### config.mk
export PLATFORM = sky130hd
export DESIGN_NAME = task_table_round_robin_scheduler
export DESIGN_NICKNAME = d
export VERILOG_FILES = /design/src/rtl/ttrr_pkg.sv /design/src/rtl/ttrr_datapath.sv /design/src/rtl/ttrr_ctrl.sv /design/src/rtl/task_table_round_robin_scheduler.sv
export VERILOG_INCLUDE_DIRS = /design/src /design/src/rtl
export SDC_FILE = /design/constraint.sdc
export NUM_CORES = 2
export LEC_CHECK = 0
export ABC_AREA = 1
export BUFFER_PORTS_ARGS = -buffer_cell sky130_fd_sc_hd__buf_4
export CELL_PAD_IN_SITES_DETAIL_PLACEMENT = 1
export CELL_PAD_IN_SITES_GLOBAL_PLACEMENT = 2
export CORE_ASPECT_RATIO = 0.8
export CORE_MARGIN = 1.5
export CORE_UTILIZATION = 39
export DETAILED_ROUTE_END_ITERATION = 10
export HOLD_SLACK_MARGIN = 0.05
export PLACE_DENSITY = 0.91
export SYNTH_ARGS = -nofsm -noshare
export SYNTH_HDL_FRONTEND = slang
export SYNTH_SLANG_ARGS = --single-unit
### constraint.sdc
create_clock -name clk_i -period 4.9 [get_ports clk_i]
set_input_delay 1.225 -clock clk_i [delete_from_list [all_inputs] [get_ports clk_i]]
set_output_delay 1.225 -clock clk_i [all_outputs]
set_load 0.01 [all_outputs]
### src/rtl/task_table_round_robin_scheduler_macros.svh
// assertion macros for the task scheduler
`ifndef TASK_TABLE_ROUND_ROBIN_SCHEDULER_MACROS_SVH
`define TASK_TABLE_ROUND_ROBIN_SCHEDULER_MACROS_SVH
// a condition implies a consequence in the same cycle
`define TTRR_ASSERT_IMP(lbl, clk, rstn, cond, cons) \
  lbl: assert property (@(posedge clk) disable iff (!rstn) (cond) |-> (cons)) \
    else $error("assertion failed");
// a condition implies a consequence in the next cycle
`define TTRR_ASSERT_NEXT(lbl, clk, rstn, cond, cons) \
  lbl: assert property (@(posedge clk) disable iff (!rstn) (cond) |=> (cons)) \
    else $error("assertion failed");
`endif

### src/rtl/ttrr_pkg.sv
package ttrr_pkg;
  localparam int unsigned TableSlotsDefault = 16;
  localparam int unsigned PidW = 16;

  localparam logic [2:0] ReqCreate    = 3'd0;
  localparam logic [2:0] ReqExit      = 3'd1;
  localparam logic [2:0] ReqTerminate = 3'd2;
  localparam logic [2:0] ReqYield     = 3'd3;
  localparam logic [2:0] ReqWait      = 3'd4;
  localparam logic [2:0] ReqQuery     = 3'd5;

  localparam logic [1:0] LcReady      = 2'd0;
  localparam logic [1:0] LcRunning    = 2'd1;
  localparam logic [1:0] LcTerminated = 2'd2;

  localparam logic [1:0] StOk     = 2'd0;
  localparam logic [1:0] StError  = 2'd1;
  localparam logic [1:0] StNoChild = 2'd2;

  typedef enum logic [3:0] {
    S_IDLE, S_DECODE, S_SCAN, S_ACT, S_DISP_SCAN, S_DISP_APPLY, S_OUT
  } fsm_e;

  typedef enum logic [2:0] {
    SCAN_TERM, SCAN_PID, SCAN_CHILD, SCAN_READY
  } scan_e;

  // controller to datapath
  typedef struct packed {
    logic  load;        // capture request word
    logic  scan_start;  // clear scan pointer and flags
    logic  scan_step;   // examine one slot
    scan_e scan_kind;
    logic  act;         // apply the request
    logic  disp_start;
    logic  disp_apply;
    logic  out_load;
  } cmd_t;

  // datapath to controller
  typedef struct packed {
    logic       scan_done;
    logic       need_disp;
    logic [2:0] req;
  } sts_t;
endpackage

### src/rtl/ttrr_datapath.sv
module ttrr_datapath #(
  parameter int unsigned TableSlots = 16
) (
  input  logic            clk_i,
  input  logic            rst_ni,
  input  ttrr_pkg::cmd_t  cmd_i,
  output ttrr_pkg::sts_t  sts_o,
  input  logic [35:0]     req_word_i,
  output logic [56:0]     res_word_o
);
  import ttrr_pkg::*;
  localparam int unsigned IdxW = (TableSlots > 1) ? $clog2(TableSlots) : 1;
  localparam int unsigned CntW = $clog2(TableSlots + 1);

  // slot table in flip-flops with per-slot reset values
  logic [PidW-1:0] pid_q [TableSlots];
  logic [PidW-1:0] par_q [TableSlots];
  logic [1:0]      lc_q  [TableSlots];
  logic [7:0]      code_q [TableSlots];
  logic [7:0]      sig_q  [TableSlots];
  logic [CntW-1:0] used_q;
  logic [PidW-1:0] pidc_q;
  logic [IdxW-1:0] cur_q;

  // request word
  logic [2:0]  req_q;
  logic [16:0] tgt_q;
  logic [7:0]  code_in_q, sig_in_q;

  // scan state
  logic [CntW-1:0] ptr_q;
  logic            hit_q, child_q, idle_q;
  logic [IdxW-1:0] hit_idx_q;
  scan_e           kind_q;
  logic            swd_q, need_q;
  logic [1:0]      status_q, qst_q;
  logic [PidW-1:0] rpid_q, wst_q;

  logic [IdxW-1:0] pi, cur_next;
  logic [CntW:0]   ring;
  logic            cand;
  logic            tneg, tpos;
  logic [PidW-1:0] me;

  assign tneg = tgt_q[16];
  assign tpos = !tgt_q[16] && (tgt_q[15:0] != '0);
  assign me   = pid_q[cur_q];

  // ring index for dispatch scan, plain index otherwise
  always_comb begin
    ring = {1'b0, ptr_q} + {{(CntW+1-IdxW){1'b0}}, cur_q} + 1'b1;
    if (ring >= {1'b0, used_q}) ring = ring - {1'b0, used_q};
    if (kind_q == SCAN_READY) pi = ring[IdxW-1:0];
    else pi = ptr_q[IdxW-1:0];
    cand = 1'b0;
    case (kind_q)
      SCAN_TERM:  cand = lc_q[pi] == LcTerminated;
      SCAN_PID:   cand = !tneg && pid_q[pi] == tgt_q[15:0];
      SCAN_CHILD: cand = (pi != '0) && pid_q[pi] != '0 && par_q[pi] == me &&
                         (!tpos || tgt_q[15:0] == pid_q[pi]);
      SCAN_READY: cand = lc_q[pi] == LcReady && pi != '0;
      default:    cand = 1'b0;
    endcase
  end

  assign sts_o.scan_done = hit_q || (ptr_q >= used_q);
  assign sts_o.need_disp = need_q;
  assign sts_o.req       = req_q;
  assign cur_next        = cur_q;

  always_ff @(posedge clk_i) begin
    if (cmd_i.load) begin
      req_q     <= req_word_i[2:0];
      tgt_q     <= req_word_i[19:3];
      code_in_q <= req_word_i[27:20];
      sig_in_q  <= req_word_i[35:28];
    end
  end

  always_ff @(posedge clk_i or negedge rst_ni) begin
    if (!rst_ni) begin
      for (int i = 0; i < TableSlots; i++) begin
        pid_q[i]  <= (i == 0) ? PidW'(1) : (i == 1) ? PidW'(2) : '0;
        par_q[i]  <= '0;
        lc_q[i]   <= (i == 1) ? LcRunning : LcReady;
        code_q[i] <= '0;
        sig_q[i]  <= '0;
      end
      used_q <= CntW'(2);
      pidc_q <= PidW'(3);
      cur_q  <= IdxW'(1);
      ptr_q <= '0; hit_q <= 1'b0; child_q <= 1'b0; idle_q <= 1'b0;
      hit_idx_q <= '0; kind_q <= SCAN_TERM; swd_q <= 1'b0; need_q <= 1'b0;
      status_q <= StOk; qst_q <= '0; rpid_q <= '0; wst_q <= '0;
      res_word_o <= '0;
    end else begin
      if (cmd_i.scan_start || cmd_i.disp_start) begin
        ptr_q <= '0; hit_q <= 1'b0; child_q <= 1'b0; idle_q <= 1'b0;
        kind_q <= cmd_i.disp_start ? SCAN_READY : cmd_i.scan_kind;
        if (cmd_i.scan_start) begin
          swd_q <= 1'b0; need_q <= 1'b0; status_q <= StOk;
          qst_q <= '0; rpid_q <= '0; wst_q <= '0;
        end
      end else if (cmd_i.scan_step && !(hit_q || ptr_q >= used_q)) begin
        ptr_q <= ptr_q + 1'b1;
        if (kind_q == SCAN_READY && pi == '0 && lc_q[pi] == LcReady)
          idle_q <= 1'b1;
        if (kind_q == SCAN_CHILD && cand) begin
          child_q <= 1'b1;
          if (lc_q[pi] == LcTerminated) begin
            hit_q <= 1'b1; hit_idx_q <= pi;
          end
        end else if (cand) begin
          hit_q <= 1'b1; hit_idx_q <= pi;
        end
      end
      // apply request
      if (cmd_i.act) begin
        case (req_q)
          ReqCreate: begin
            if (!hit_q && used_q >= CntW'(TableSlots)) status_q <= StError;
            else begin
              logic [IdxW-1:0] s;
              s = hit_q ? hit_idx_q : used_q[IdxW-1:0];
              if (!hit_q) used_q <= used_q + 1'b1;
              pid_q[s] <= pidc_q;
              pidc_q <= pidc_q + 1'b1;
              par_q[s] <= (s == cur_q) ? pidc_q : me;
              lc_q[s] <= LcReady;
              code_q[s] <= '0; sig_q[s] <= '0;
              rpid_q <= pidc_q;
            end
          end
          ReqExit: begin
            lc_q[cur_q] <= LcTerminated; need_q <= 1'b1;
          end
          ReqTerminate: begin
            if (!hit_q || hit_idx_q == '0) status_q <= StError;
            else if (lc_q[hit_idx_q] != LcTerminated) begin
              code_q[hit_idx_q] <= code_in_q;
              sig_q[hit_idx_q]  <= sig_in_q;
              lc_q[hit_idx_q]   <= LcTerminated;
              need_q <= hit_idx_q == cur_q;
            end
          end
          ReqYield: need_q <= 1'b1;
          ReqWait: begin
            if (hit_q) begin
              rpid_q <= pid_q[hit_idx_q];
              wst_q  <= (sig_q[hit_idx_q] != '0) ?
                        {9'd0, sig_q[hit_idx_q][6:0]} : {code_q[hit_idx_q], 8'd0};
              pid_q[hit_idx_q] <= '0; par_q[hit_idx_q] <= '0;
              code_q[hit_idx_q] <= '0; sig_q[hit_idx_q] <= '0;
            end else status_q <= child_q ? StNoChild : StError;
          end
          ReqQuery: begin
            if (hit_q) qst_q <= lc_q[hit_idx_q];
            else status_q <= StError;
          end
          default: status_q <= StError;
        endcase
      end
      // dispatch commit
      if (cmd_i.disp_apply) begin
        if (hit_q || idle_q) begin
          logic [IdxW-1:0] p;
          p = hit_q ? hit_idx_q : '0;
          swd_q <= 1'b1;
          cur_q <= p;
          lc_q[p] <= LcRunning;
          if (cur_q != p && lc_q[cur_q] == LcRunning) lc_q[cur_q] <= LcReady;
        end
      end
      if (cmd_i.out_load)
        res_word_o <= {pid_q[cur_next], 4'(cur_next), swd_q, qst_q, wst_q,
                       rpid_q, status_q};
    end
  end
endmodule

### src/rtl/ttrr_ctrl.sv
module ttrr_ctrl (
  input  logic           clk_i,
  input  logic           rst_ni,
  input  logic           in_valid_i,
  output logic           in_ready_o,
  output logic           out_valid_o,
  input  logic           out_ready_i,
  output ttrr_pkg::cmd_t cmd_o,
  input  ttrr_pkg::sts_t sts_i
);
  import ttrr_pkg::*;
  `include "task_table_round_robin_scheduler_macros.svh"
  fsm_e state_q, state_d;
  logic ov_q, ov_d;

  always_ff @(posedge clk_i or negedge rst_ni) begin
    if (!rst_ni) begin
      state_q <= S_IDLE; ov_q <= 1'b0;
    end else begin
      state_q <= state_d; ov_q <= ov_d;
    end
  end

  assign out_valid_o = ov_q;
  assign in_ready_o  = (state_q == S_IDLE);

  // next state and commands
  always_comb begin
    state_d = state_q;
    ov_d = ov_q && !out_ready_i;
    cmd_o = '0;
    cmd_o.scan_kind = SCAN_TERM;
    case (state_q)
      S_IDLE: if (in_valid_i && in_ready_o) begin
        cmd_o.load = 1'b1; state_d = S_DECODE;
      end
      S_DECODE: begin
        cmd_o.scan_start = 1'b1;
        case (sts_i.req)
          ReqCreate: cmd_o.scan_kind = SCAN_TERM;
          ReqTerminate, ReqQuery: cmd_o.scan_kind = SCAN_PID;
          ReqWait: cmd_o.scan_kind = SCAN_CHILD;
          default: cmd_o.scan_kind = SCAN_TERM;
        endcase
        state_d = S_SCAN;
      end
      S_SCAN: begin
        cmd_o.scan_step = 1'b1;
        if (sts_i.scan_done || sts_i.req == ReqExit || sts_i.req == ReqYield)
          state_d = S_ACT;
      end
      S_ACT: begin
        cmd_o.act = 1'b1; state_d = S_DISP_SCAN;
      end
      S_DISP_SCAN: begin
        if (sts_i.need_disp) begin
          cmd_o.disp_start = 1'b1; state_d = S_DISP_APPLY;
        end else state_d = S_OUT;
      end
      S_DISP_APPLY: begin
        cmd_o.scan_step = 1'b1;
        if (sts_i.scan_done) begin
          cmd_o.disp_apply = 1'b1; state_d = S_OUT;
        end
      end
      // wait here while the previous word is still held
      S_OUT: begin
        if (!ov_q || out_ready_i) begin
          cmd_o.out_load = 1'b1; ov_d = 1'b1; state_d = S_IDLE;
        end
      end
      default: state_d = S_IDLE;
    endcase
  end

  `TTRR_ASSERT_IMP(a_ready_idle, clk_i, rst_ni, in_ready_o, state_q == S_IDLE)
  `TTRR_ASSERT_NEXT(a_out_after, clk_i, rst_ni, state_q == S_OUT, out_valid_o)
  `TTRR_ASSERT_NEXT(a_load_decode, clk_i, rst_ni, cmd_o.load, state_q == S_DECODE)
endmodule

### src/rtl/task_table_round_robin_scheduler.sv
// channel | fields (low bit up)                                    | width
// s_axis  | req_type, target_pid, exit_code, signal_number, no_hang| 40
// m_axis  | status, result_pid, wait_status, queried_state,        | 64
//         | switched, running_slot, running_pid                    |
// one request in flight; the slot scan visits one slot per cycle
// a dispatch adds a ring scan over the used slots
// reset loads slots 0 and 1 and clears the others; the table is in flip-flops, no clearing pass
// a held result stalls only the last step of the next request until taken
module task_table_round_robin_scheduler #(
  parameter int unsigned TableSlots = ttrr_pkg::TableSlotsDefault
) (
  input  logic        clk_i,
  input  logic        rst_ni,
  input  logic        s_axis_tvalid,
  output logic        s_axis_tready,
  input  logic [39:0] s_axis_tdata,  // req_type, target_pid, exit_code, signal_number, no_hang
  output logic        m_axis_tvalid,
  input  logic        m_axis_tready,
  output logic [63:0] m_axis_tdata   // status, result_pid, wait_status, queried_state,
                                     // switched, running_slot, running_pid
);
  import ttrr_pkg::*;
  cmd_t cmd;
  sts_t sts;
  logic [56:0] res;

  ttrr_ctrl u_ctrl (
    .clk_i, .rst_ni,
    .in_valid_i(s_axis_tvalid), .in_ready_o(s_axis_tready),
    .out_valid_o(m_axis_tvalid), .out_ready_i(m_axis_tready),
    .cmd_o(cmd), .sts_i(sts)
  );

  ttrr_datapath #(.TableSlots(TableSlots)) u_dp (
    .clk_i, .rst_ni, .cmd_i(cmd), .sts_o(sts),
    .req_word_i(s_axis_tdata[35:0]), .res_word_o(res)
  );

  assign m_axis_tdata = {7'd0, res};
endmodule

# After elaboration in Yosys (flattened, before gate mapping)
# Cells that the tools add are included.
# W data, S select, Z words.
# classes
add_sub_neg	6
n_reduce_logical	62
eq_ne	33
n_bitwise	30
magnitude_cmp	12
n_mux	151
# ops
op	n
$mux W128	8
$mux W256	4
$pmux W256 S2	2
$pmux W128 S3	2
$and A128 B128 Y128	4
$and A256 B256 Y256	2
$bwmux W256	2
$mux W16	22
$bmux W16 S4	4
$bwmux W128	2
$not A128 Y128	2
$not A256 Y256	1
$mux W32	7
$demux W16 S4	2
$pmux W32 S3	1
$and A32 B32 Y32	2
$bmux W8 S4	2
$demux W8 S4	2
$not A32 Y32	2
$mux W2	26
$and A16 B16 Y16	3
$eq A16 B16 Y1	3
$mux W8	6
$not A16 Y16	3
52 further kinds	180
# totals
in_bits	44
out_inout_bits	66
reg_bits	976
elab_cells	396

# Longest topological paths before layout
# depth
depth_word	18
ltp_mapped	37
depth_no_buf	36

# Modules after synthesis
# Synthesis repeated with hierarchy kept, for this count alone.
# hier_totals
hier_cells	6121
area_unflattened_um2	49942.9
# modules_own_cells
module	cells_each	area_each_um2	n_inst	seq_area_each_um2
ttrr_datapath	6043	49480.0	1	24487.2
ttrr_ctrl	70	406.6	1	100.1
task_table_round_robin_scheduler	8	56.3	1	0.0

# Least setup slack after synthesis
# OpenSTA, ideal clock, no wires.
# synth_path
path_type	register to register
from	reg u_dp.cur_q[0], in the netlist u_dp.cur_next[0]
to	reg u_dp.hit_idx_q[2]
synth_period_minus_slack_ns	4.085
arrival_time_ns	3.968
setup_ns	0.117
path_buffers	2
slack_ns	0.815
path_stages_with_launch	35
cell_sequence	dfstp_2 inv_1 ha_1 fa_1 xor2_1 inv_1 ha_1 nand2_1 inv_1 nand2_1 nand2_1 nand2_2 nand3_4 nand2_2 nand3_2 nand2_4 buf_6 buf_2 nand2_1 nand3_1 nand2_1 nand2_1 nand3_1 nand3_1 nand2_1 nor2_1 nand2_1 nor2_1 nand2_1 nand2_1 nand2_1 nand3_2 nand3_2 nand2_1 nand2_1
# synth_between
elab_chain_cells	17
elab_cells_between_ends	41
classes_between	add/sub: 3; order compare: 1; eq/ne: 5; mux: 18; bitwise: 2; reduce/logical: 12
# synth_lines
item	line_no	source
start: declaration	ttrr_datapath.sv:23	logic [IdxW-1:0] cur_q;
start signal: assignment	ttrr_datapath.sv:91	cur_q <= IdxW'(1);
start signal: assignment	ttrr_datapath.sv:169	cur_q <= p;
$add A5 B4 Y6	ttrr_datapath.sv:51	ring = {1'b0, ptr_q} + {{(CntW+1-IdxW){1'b0}}, cur_q} + 1'b1;
$add A6 B1 Y6	ttrr_datapath.sv:51	
$ge A6 B5 Y1 / $sub A4 B4 Y4 (equally long branches)	ttrr_datapath.sv:52	if (ring >= {1'b0, used_q}) ring = ring - {1'b0, used_q};
$mux W4	ttrr_datapath.sv:52	
$mux W4	ttrr_datapath.sv:53	if (kind_q == SCAN_READY) pi = ring[IdxW-1:0];
$not A4 Y5 (implied by the code)	--	
$bmux W16 S4	ttrr_datapath.sv:58, ttrr_datapath.sv:59, ttrr_datapath.sv:60	
$mux W16 (implied by the code) (2 in a row)	ttrr_datapath.sv:58, ttrr_datapath.sv:59, ttrr_datapath.sv:60	
$reduce_bool A16 Y1	ttrr_datapath.sv:59	SCAN_CHILD: cand = (pi != '0) && pid_q[pi] != '0 && par_q[pi] == me &&
$logic_and A1 B1 Y1 (3 in a row)	ttrr_datapath.sv:59	
$pmux W1 S4	ttrr_datapath.sv:56	case (kind_q)
$logic_and A1 B1 Y1	ttrr_datapath.sv:108	if (kind_q == SCAN_CHILD && cand) begin
$ne A2 B2 Y1 (no line) / $reduce_bool A2 Y1 (equally long branches)	--	
$reduce_and A4 Y1 (no line)	--	
end signal: assignment	ttrr_datapath.sv:93	hit_idx_q <= '0; kind_q <= SCAN_TERM; swd_q <= 1'b0; need_q <= 1'b0;
end signal: assignment	ttrr_datapath.sv:111	hit_q <= 1'b1; hit_idx_q <= pi;
end signal: assignment	ttrr_datapath.sv:114	hit_q <= 1'b1; hit_idx_q <= pi;
end: declaration	ttrr_datapath.sv:33	logic [IdxW-1:0] hit_idx_q;
# Parallel ways exist; a longest one is shown, timed or not. The select of a mux whose other input is x is not followed.
# A chain may end at the register's enable or synchronous reset.

# Final worst setup path
# layout_path
from	reg u_dp.cur_q[0], in the netlist u_dp.cur_next[0]
to	reg u_dp.hit_idx_q[3]
# Same word-level chain as after synthesis.

==> flow_metrics.tcl <==
set metrics [dict create \
    core_um2 128000 \
    ys_warn_count 0 \
    final_util_pct 47.5 \
    area_growth_pct 20.5 \
    p_comb_share_pct 46.5 \
    slew_headroom_pct 9.78 \
    routedWlPerCell_um 30.2 \
    root_buffer "clkbuf_16" \
    cpMostUsedCell "nand2_1" \
    row_count 117 \
    clock_sinks 974 \
    hold_buffers 0 \
    crit_type "flop to flop" \
    place_congestion 0.974 \
    intPower_mw 17.9 \
    die-area_um2 131000 \
    overflow 0 \
    grt_usage_pct 36.2 \
    setup_violations 0 \
    yosysSeqAreaShare_pct 48.8 \
    syn_inst 6283 \
    drive_above_1_share_pct 15.3 \
    cts_tree "yes" \
    fmax_mhz 205 \
    grt_max_degree 117 \
    synth-edff-count 36 \
    clockBufferDepth 3 \
    io_pins 110 \
    final_max_slew_viol_count 0 \
    pwr_density_cell_nw_per_um2 532 \
    final_hold_viol_count 0 \
    wl_um 250000 \
    grt_pass1_vias 53286 \
    grt_pass1_wl_um 355000 \
    worst_pin_slew_ns 1.35 \
    synthArstFlopShare_pct 96.3 \
    drtAntennaViolNets 0 \
    swShare_pct 44.5 \
    finClkSkew_ns 0.0527 \
    grt_setup_unrepaired "yes" \
    clk_pin_slew_ns 0.06 \
    die_h_um 324 \
    grt_antenna_before_repair 13 \
    clock_power_share_pct 25.9 \
    yosys.cell_types.count 55 \
    netlist_area_um2 50300 \
    fin_area_um2 60600 \
    io_buffers 98 \
    nFillCells 15097 \
    critPathMaxFanout 7 \
    drc 0 \
    dr.pass1.iters 8 \
    min_period_ns 4.88 \
    start_util_pct 39.4 \
    synth_flop_cell "dfrtp_1" \
    synth.avg_cell_area_um2 8.01 \
    required_ns 5.52 \
    die_w_um 405 \
    end_kind "flop" \
    p_seq_share_pct 27.6 \
    h-tree-depth 3 \
    final_nets 6502 \
    worstRegToRegCells 34 \
    cp_slowest_cell "dfstp_2" \
    via_count 53754 \
    r2r_slack_ns 0.02 \
    worstSkewPairLatency_ns 0.76 \
    ir_drop_v 0.000334 \
    cp.arrival_ns 5.50 \
    leakage_nw 26.1 \
    min_path_cells 2 \
    dp_hpwl_um 153000 \
    fin_crit_sh_pct 99.6 \
    power.switching_mw 14.4 \
    startpoint_type "flop" \
    cts-buffers-inserted 103 \
    via_per_inst 6.51 \
    outcome "completed" \
    postPlaceCellArea_um2 54700 \
    max_stage_delay_ns 0.54 \
    maxCapViolations 0 \
    drtIter0Drc 7521 \
    ys_seq_elements 974 \
    hp-class "flop to flop" \
]
## layer usage
layer / wire length (µm) / up-vias / part of all wire [%] / track usage [%]
li1: - / 22157 / - / -
met4: 13100 / 16 / 5.2 / 15.8
met5: 167 / - / 0.067 / 0
met3: 34200 / 872 / 14 / 13.4
met1: 99700 / 27106 / 40 / 49.1
met2: 102000 / 3603 / 41 / 51.5
## final timing paths
check | to | start
min reg2reg | u_dp.res_word_o[22] | u_dp.res_word_o[22]
max | u_dp.hit_idx_q[3] | u_dp.cur_next[0]
max in group asynchronous | u_dp.par_q[27] | rst_ni
min | u_dp.res_word_o[22] | u_dp.res_word_o[22]
max reg2reg | u_dp.hit_idx_q[3] | u_dp.cur_next[0]
min in group asynchronous | u_dp.res_word_o[12] | rst_ni
## registers in the layout (all words and copies together), names as in the netlist, 3 cells and up
signal and cells:
u_dp.code_in_q 8, u_dp.res_word_o 57, u_dp.sig_q 128, u_dp.req_q 3, u_dp.hit_idx_q 4, u_dp.tgt_q 17
u_dp.cur_next 4, u_dp.used_q 5, u_dp.lc_q 32, u_dp.par_q 256, u_dp.sig_in_q 8, u_dp.ptr_q 5
u_dp.wst_q 16, u_ctrl.state_q 3, u_dp.code_q 128, u_dp.rpid_q 16, u_dp.pidc_q 16, u_dp.pid_q 256
## metrics by stage
| step | power (mW) | setup TNS, ns | hold slack [ns] | cells | setup WS, ns |
|---|---|---|---|---|---|
| floorplan | 15.1 | 0 | 0.442 | 6289 | 0.815 |
| global placement | 20.9 | -1.06 | 0.468 | 7979 | -0.212 |
| detailed placement | 21.2 | -1.40 | 0.471 | 7979 | -0.270 |
| CTS | 30.0 | 0 | 0.489 | 8184 | 0.00773 |
| global route | 32.9 | -0.554 | 0.501 | 8249 | -0.119 |
| finish | 32.2 | 0 | 0.481 | 8254 | 0.0206 |
## placed cells by master, fill, tap and decap left out, types with 9 or more instances in the layout
master	n
a21oi_1	71
a21oi_2	14
a221oi_1	22
a22oi_1	14
a31oi_1	14
buf_12	66
buf_16	16
buf_4	406
buf_6	24
bufinv_16	9
clkbuf_1	15
clkbuf_16	126
clkbuf_8	20
clkinv_1	15
clkinv_2	21
dfrtp_1	931
edfxtp_1	36
ha_1	13
inv_1	618
inv_2	36
nand2_1	952
nand2_2	51
nand2_4	14
nand3_1	433
nand3_2	86
nand3b_1	10
nand4_1	51
nor2_1	190
nor2_2	25
nor2_4	10
nor3_1	16
o2111ai_1	14
o211ai_1	34
o21ai_0	1233
o21ai_1	47
o221ai_1	17
o22ai_1	713
o32ai_1	9
xor2_1	22
## critical path: cells and delay by family, from the launching register on
kind          cells  cell delay [ns]
simple gates     25             2.69
fa+ha+maj         3             0.77
flops             1             0.54
buf+inv           5             0.52
xor+xnor          1             0.19
## Yosys cell counts, types with 38 or more instances
cell type     n  share of area (%)
clkbuf_1    311                2.3
nand4_1      51               0.63
nand3_1     520                5.2
inv_1       627                4.7
nand2_1    1010                7.5
buf_2       106                1.1
nor2_1      216                1.6
o21ai_0    1247                 12
dfrtp_1     931                 46
o22ai_1     713                8.9
buf_1        38               0.28
a21oi_1      77               0.77
## what timing repair did
item / in CTS / in global routing
cloned: 5 / 25
buffers inserted: 11 / 41
pin swaps: 13 / 64
resized for setup: 62 / 224
endpoints found under the setup margin: 7 / 7
## area by class of cell
cell class / instances / area [µm²] / area share (%)
clock inverters: 49 / 554 / 0.914
diodes: 6 / 15.0 / 0.0248
repair buffers: 542 / 5780 / 9.53
multi-input cells: 4146 / 22000 / 36.4
inverters: 672 / 2550 / 4.21
flip-flops and latches: 974 / 24600 / 40.5
well taps: 1725 / 2160 / 3.56
clock buffers: 140 / 2960 / 4.88
## cell families (layout without fill, tap and decap cells)
family,Yosys count,count (layout),share of synthesized area [%]
buffers and inverters,1171,1403,9.41
AND/OR/NAND/NOR,1860,1862,15.8
adder cells (fa/ha/maj),19,19,0.502
XOR/XNOR,25,25,0.435
flip-flops,974,974,48.8
other,1,13,0.00745
AO/OA/AOI/OAI,2233,2233,25.0
## power by group through the flow
stage | Sequential, mW | Clock (mW) | Combinational [mW]
floorplan | 8.88 | 0 | 6.23
global placement | 8.99 | 0 | 12.0
detailed placement | 9.00 | 0 | 12.2
CTS | 8.86 | 8.40 | 12.7
global route | 8.91 | 8.68 | 15.3
finish | 8.88 | 8.35 | 15.0
(Power assumes the default switching activity.)
